### src/bwcs_ram.sv
// Generic simple dual-port RAM: one write port, one read port, registered read.
// No package dependency.
`default_nettype none

module bwcs_ram #(
  parameter int unsigned WIDTH = 32,
  parameter int unsigned DEPTH = 32,
  parameter int unsigned AW    = $clog2(DEPTH)
) (
  input  logic             clk_i,
  input  logic             we_i,
  input  logic [AW-1:0]    waddr_i,
  input  logic [WIDTH-1:0] wdata_i,
  input  logic             re_i,
  input  logic [AW-1:0]    raddr_i,
  output logic [WIDTH-1:0] rdata_o
);

  logic [WIDTH-1:0] mem_q [DEPTH];

  always_ff @(posedge clk_i) begin
    if (we_i) begin
      mem_q[waddr_i] <= wdata_i;
    end
    // read data holds while re_i is low
    if (re_i) begin
      rdata_o <= mem_q[raddr_i];
    end
  end

endmodule

`default_nettype wire
### config.mk
export PLATFORM = sky130hd
export DESIGN_NAME = bwcs_ram
export DESIGN_NICKNAME = d
export VERILOG_FILES = /design/src/bwcs_ram.sv
export SDC_FILE = /design/constraint.sdc
export NUM_CORES = 1
export LEC_CHECK = 0
export BUFFER_PORTS_ARGS = -buffer_cell sky130_fd_sc_hd__buf_2
export CORE_ASPECT_RATIO = 1.4
export CORE_MARGIN = 3
export CORE_UTILIZATION = 44
export DETAILED_ROUTE_END_ITERATION = 8
export MAX_ROUTING_LAYER = met4
export PLACE_DENSITY = 0.73
export SYNTH_ARGS = -nofsm -noshare
export SYNTH_HDL_FRONTEND = slang
export SYNTH_SLANG_ARGS = --single-unit
### constraint.sdc
create_clock -name clk_i -period 2.46 [get_ports clk_i]
set_input_delay 0.246 -clock clk_i [delete_from_list [all_inputs] [get_ports clk_i]]
set_output_delay 0.246 -clock clk_i [all_outputs]
set_load 0.1 [all_outputs]
### Yosys cells after proc, flatten, opt, wreduce, memory -nomap -nowiden

Memory sizes are Yosys's and may differ from the RTL's. A register that Yosys moved wholly into a read port is not among the register bits.
Index checks and enable logic that the tools add are counted.

* register bits: 0
* bits in writable memories: 1024
* input port bits: 45
* output and inout port bits: 32
* word-level logic and storage cells: 3
* memories: 1

* multiplexer cells: 2

Memories
* mem_q: depth 32, width 32, read ports 1, clocked after Yosys merged registers in 1, write ports 1, RTL line 19 `logic [WIDTH-1:0] mem_q [DEPTH];`

Operators with widths (number)
* two-way mux 1 bit: 2

### Logic depth before layout (Yosys ltp)

* depth after elaboration: 2
* mapped depth: 8
* depth with buffers taken out: 5

### Least setup slack after synthesis

No wires, ideal clock.

* kind: input to register
* start point: in waddr_i[1]
* end point: mem mem_q[12][0], enable pin
* setup time: 421 ps
* data arrival time: 2259 ps
* data required time: 2039 ps
* path slack: -220 ps
* stages on the path: 3
* path buffers: 1
* cell sequence: or3b_2 clkbuf_1 nor2_1

RTL lines
* start, declared: RTL line 12 `input logic [AW-1:0] waddr_i,`
* end, declared: RTL line 19

Straight into the memory's write port.

### Worst setup path after layout

* start point: reg rdata_o[13], read port of mem_q
* end point: out rdata_o[13]

RTL lines
* start, declared: RTL line 16 `output logic [WIDTH-1:0] rdata_o`

No word-level cell between the ends.

==> flow_metrics.py <==
metrics = {
    "drt": {
        "route.vias.total": 21600,
        "postRouteAntennaNets": 0,
        "route.detailed.wl_per_inst_microns": 26.9,
        "drt_iter0_markers": 1897,
        "post_dr_vias_cell": 5.85,
        "remaining_routing_drc_violations": 0,
        "first_pass_iters": 5,
        "wirelength_routed_microns": 99200,
    },
    "pwr": {
        "peakVddDrop_mv": 0.481,
        "leakagePower_uw": 0.0160,
        "fin_total_pwr_uw": 35800,
        "power.density_cell_area_nw_per_um2": 773,
    },
    "die": {
        "die-width_microns": 263,
        "start_util_pct": 44.5,
        "fp.coreArea_sq_um": 91600,
        "boundaryPins": 77,
        "row_count": 131,
        "die_area_sq_um": 96500,
        "floorplan.die.height_microns": 366,
    },
    "timing": {
        "max_freq_ghz": 0.519,
        "finClkSkew_ns": 0.0168,
        "post-route-period-util_pct": 78.3,
        "slew_headroom_pct": 46.1,
        "maxSlewViolCount": 0,
        "final_hold_viol_count": 0,
        "setup_viol": 0,
        "timing_worst_slew_pin_value_ns": 0.808,
        "rsz0062_at_grt": "no",
        "final.min_clock_period_ns": 1.92,
    },
    "synth": {
        "yosys_most_used_dff": "sky130_fd_sc_hd__edfxtp_1",
        "synthDistinctLibCells": 24,
        "synthesized_area_sq_um": 40800,
        "synth.area.top_cells": "sky130_fd_sc_hd__edfxtp_1, sky130_fd_sc_hd__mux2i_1, sky130_fd_sc_hd__a22oi_1",
        "ys_async_sr_fraction_pct": 0,
        "yosys_register_bits": 1056,
        "synth_area_per_cell_sq_um": 18.1,
        "yosysSeqAreaShare_pct": 77.7,
        "number_of_enable_type_register_cells_in_the_synthesized_netlist": 1056,
        "netlist.area_leader.share_pct": 77.7,
        "synthDominantAreaCellType": "sky130_fd_sc_hd__edfxtp_1",
        "synth_nets": 2305,
        "synthMostInstantiatedCell": "sky130_fd_sc_hd__edfxtp_1",
        "yosys_warn_count": 0,
        "syn_inst": 2260,
        "synth.cells.most_frequent": "sky130_fd_sc_hd__edfxtp_1, sky130_fd_sc_hd__mux2i_1, sky130_fd_sc_hd__nand2_1, sky130_fd_sc_hd__nand3_1",
    },
    "worst_setup_path": {
        "crit_type": "flop to primary output",
        "rr_endpoint": "rdata_o[18]",
        "worstPathArrival_ns": 1.68,
        "critical_path_cell_count": 1,
        "ff_to_ff_start": "mem_q[3][18]",
        "critical_path.max_fanout": 1,
        "timing.critical_path.cells": "buf_2",
        "startpoint_type": "flop",
        "cp_slowest_cell": "sky130_fd_sc_hd__edfxtp_1",
        "crit_required_ns": 2.21,
        "worst-r2r-setup-slack_ns": 0.89,
        "endpoint_kind": "primary output",
        "cpLargestDelayFamily": "flip-flops",
        "ff2ff_path_depth": 5,
        "critical_path_buf_inv_count": 1,
        "critical-path-max-stage-delay_ns": 0.51,
    },
    "run": {
        "cap_violations": 0,
    },
    "finish": {
        "num-nets-final": 2456,
        "final_cell_area_sq_um": 46300,
        "layout-area-overhead-vs-synth_pct": 13.6,
        "share_of_layout_cells_above_drive_strength_1_pct": 14.2,
    },
    "placed_design": {
        "postPlaceCellArea_sq_um": 43600,
        "place.port_buffers": 76,
        "detailedPlacementHpwl_microns": 55300,
        "gpl.final_weighted_congestion": 0.808,
    },
    "worst_hold_path": {
        "hold_path.startpoint": "wdata_i[16]",
        "min_to": "mem_q[12][16]",
        "holdCritPathClass": "primary input to flop",
        "hold_path_depth": 1,
    },
    "clock_network": {
        "tritoncts_num_sinks": 1056,
        "h_tree_levels": 3,
        "cts.root.buffer_cell": "sky130_fd_sc_hd__clkbuf_16",
        "cts_resized": 0,
        "tritoncts_clock_tree": "yes",
        "cts.clk_slew.worst_paths_ns": 0.07,
        "postCtsHoldBufs": 0,
        "cts_inserted_buffers": 88,
        "cts_max_path_buffers": 3,
        "clock_latency_on_the_worst_skew_pair_ns": 0.66,
        "postCtsSetupRepairBufs": 0,
    },
    "grt": {
        "first_global_vias": 22100,
        "overflow": 0,
        "grt_antenna_before_repair": 10,
        "grt_pass1_wl_microns": 144000,
        "maximum_number_of_pins_on_one_net_before_global_route_repair": 72,
        "grt_util_all_layers_pct": 20.8,
    },
    "outcome": {
        "status": "completed",
    },
}
-- metrics by stage --
stage	hold WS [ns]	TNS, ns	setup slack, ns	util [%]	std cells
floorplan	0.345	-62.48	-0.220	-	2260
global placement	0.658	0	0.350	47.6	3518
detailed placement	0.664	0	0.281	47.6	3518
CTS	0.0166	0	0.490	50.6	3684
global route	0.0798	0	0.548	50.6	3692
finish	0.0726	0	0.535	50.6	3693
-- layout by cell type (no fill, tap or decap), drive strengths merged --
cell      netlist  layout
inv             0       7
or3             1       1
and2b           1       1
nand2b          2       2
nor2b           1       1
clkinv          0      40
or3b            3       3
mux2i         512     512
nor3           32      32
nor2           34      34
a22oi          96      96
a22o           64      64
edfxtp       1056    1056
buf            79     188
nand3b          5       5
a31oi          32      32
diode           0       9
bufinv          0       5
a21oi          96      96
nand2          98      98
clkbuf         48     113
clkinvlp        0       1
nand3          98      98
or2             1       1
and2            1       1
-- cells by family after synthesis --
kind of cell	share of synthesized area, %
flops	77.7
mux	12.6
compound gates	4.81
simple gates	3.08
buf+inv	1.85
-- worst max path at each step --
stage,startpoint,slack (ns),endpoint
after detailed placement,raddr_i[0],0.28,rdata_o[10]
final,rdata_o[13],0.54,rdata_o[13]
after global routing,rdata_o[13],0.55,rdata_o[13]
after CTS,rdata_o[13],0.49,rdata_o[13]
after floorplan,waddr_i[1],-0.22,mem_q[12][0]
after global placement,raddr_i[0],0.35,rdata_o[10]
-- metal layers --
layer / share of wire (%) / GRT usage [%]
met1: 36 / 23.7
met2: 53 / 36.4
met3: 6.7 / 3.42
met4: 3.9 / 8.78
met5: 0 / -
-- where the power goes --
part           leakage, uW  switching (uW)  internal [uW]
clock network      0.00135            6180           7250
logic              0.00512            1580            647
registers          0.00954            86.3          20100
total               0.0160            7850          28000
-- area by class of cell --
cell class | instances | area (sq um)
clock buffer | 113 | 2320
fill | 7112 | 45300
timing repair buffer | 188 | 1760
tap | 1197 | 1500
multi-input combinational | 1077 | 8610
sequential | 1056 | 31700
antenna | 9 | 22.5
clock inverter | 53 | 430
-- registers in the layout, summed over array words and instances (netlist names) --
register,cells
rdata_o,32
mem_q,1024
(Power assumes the default switching activity.)
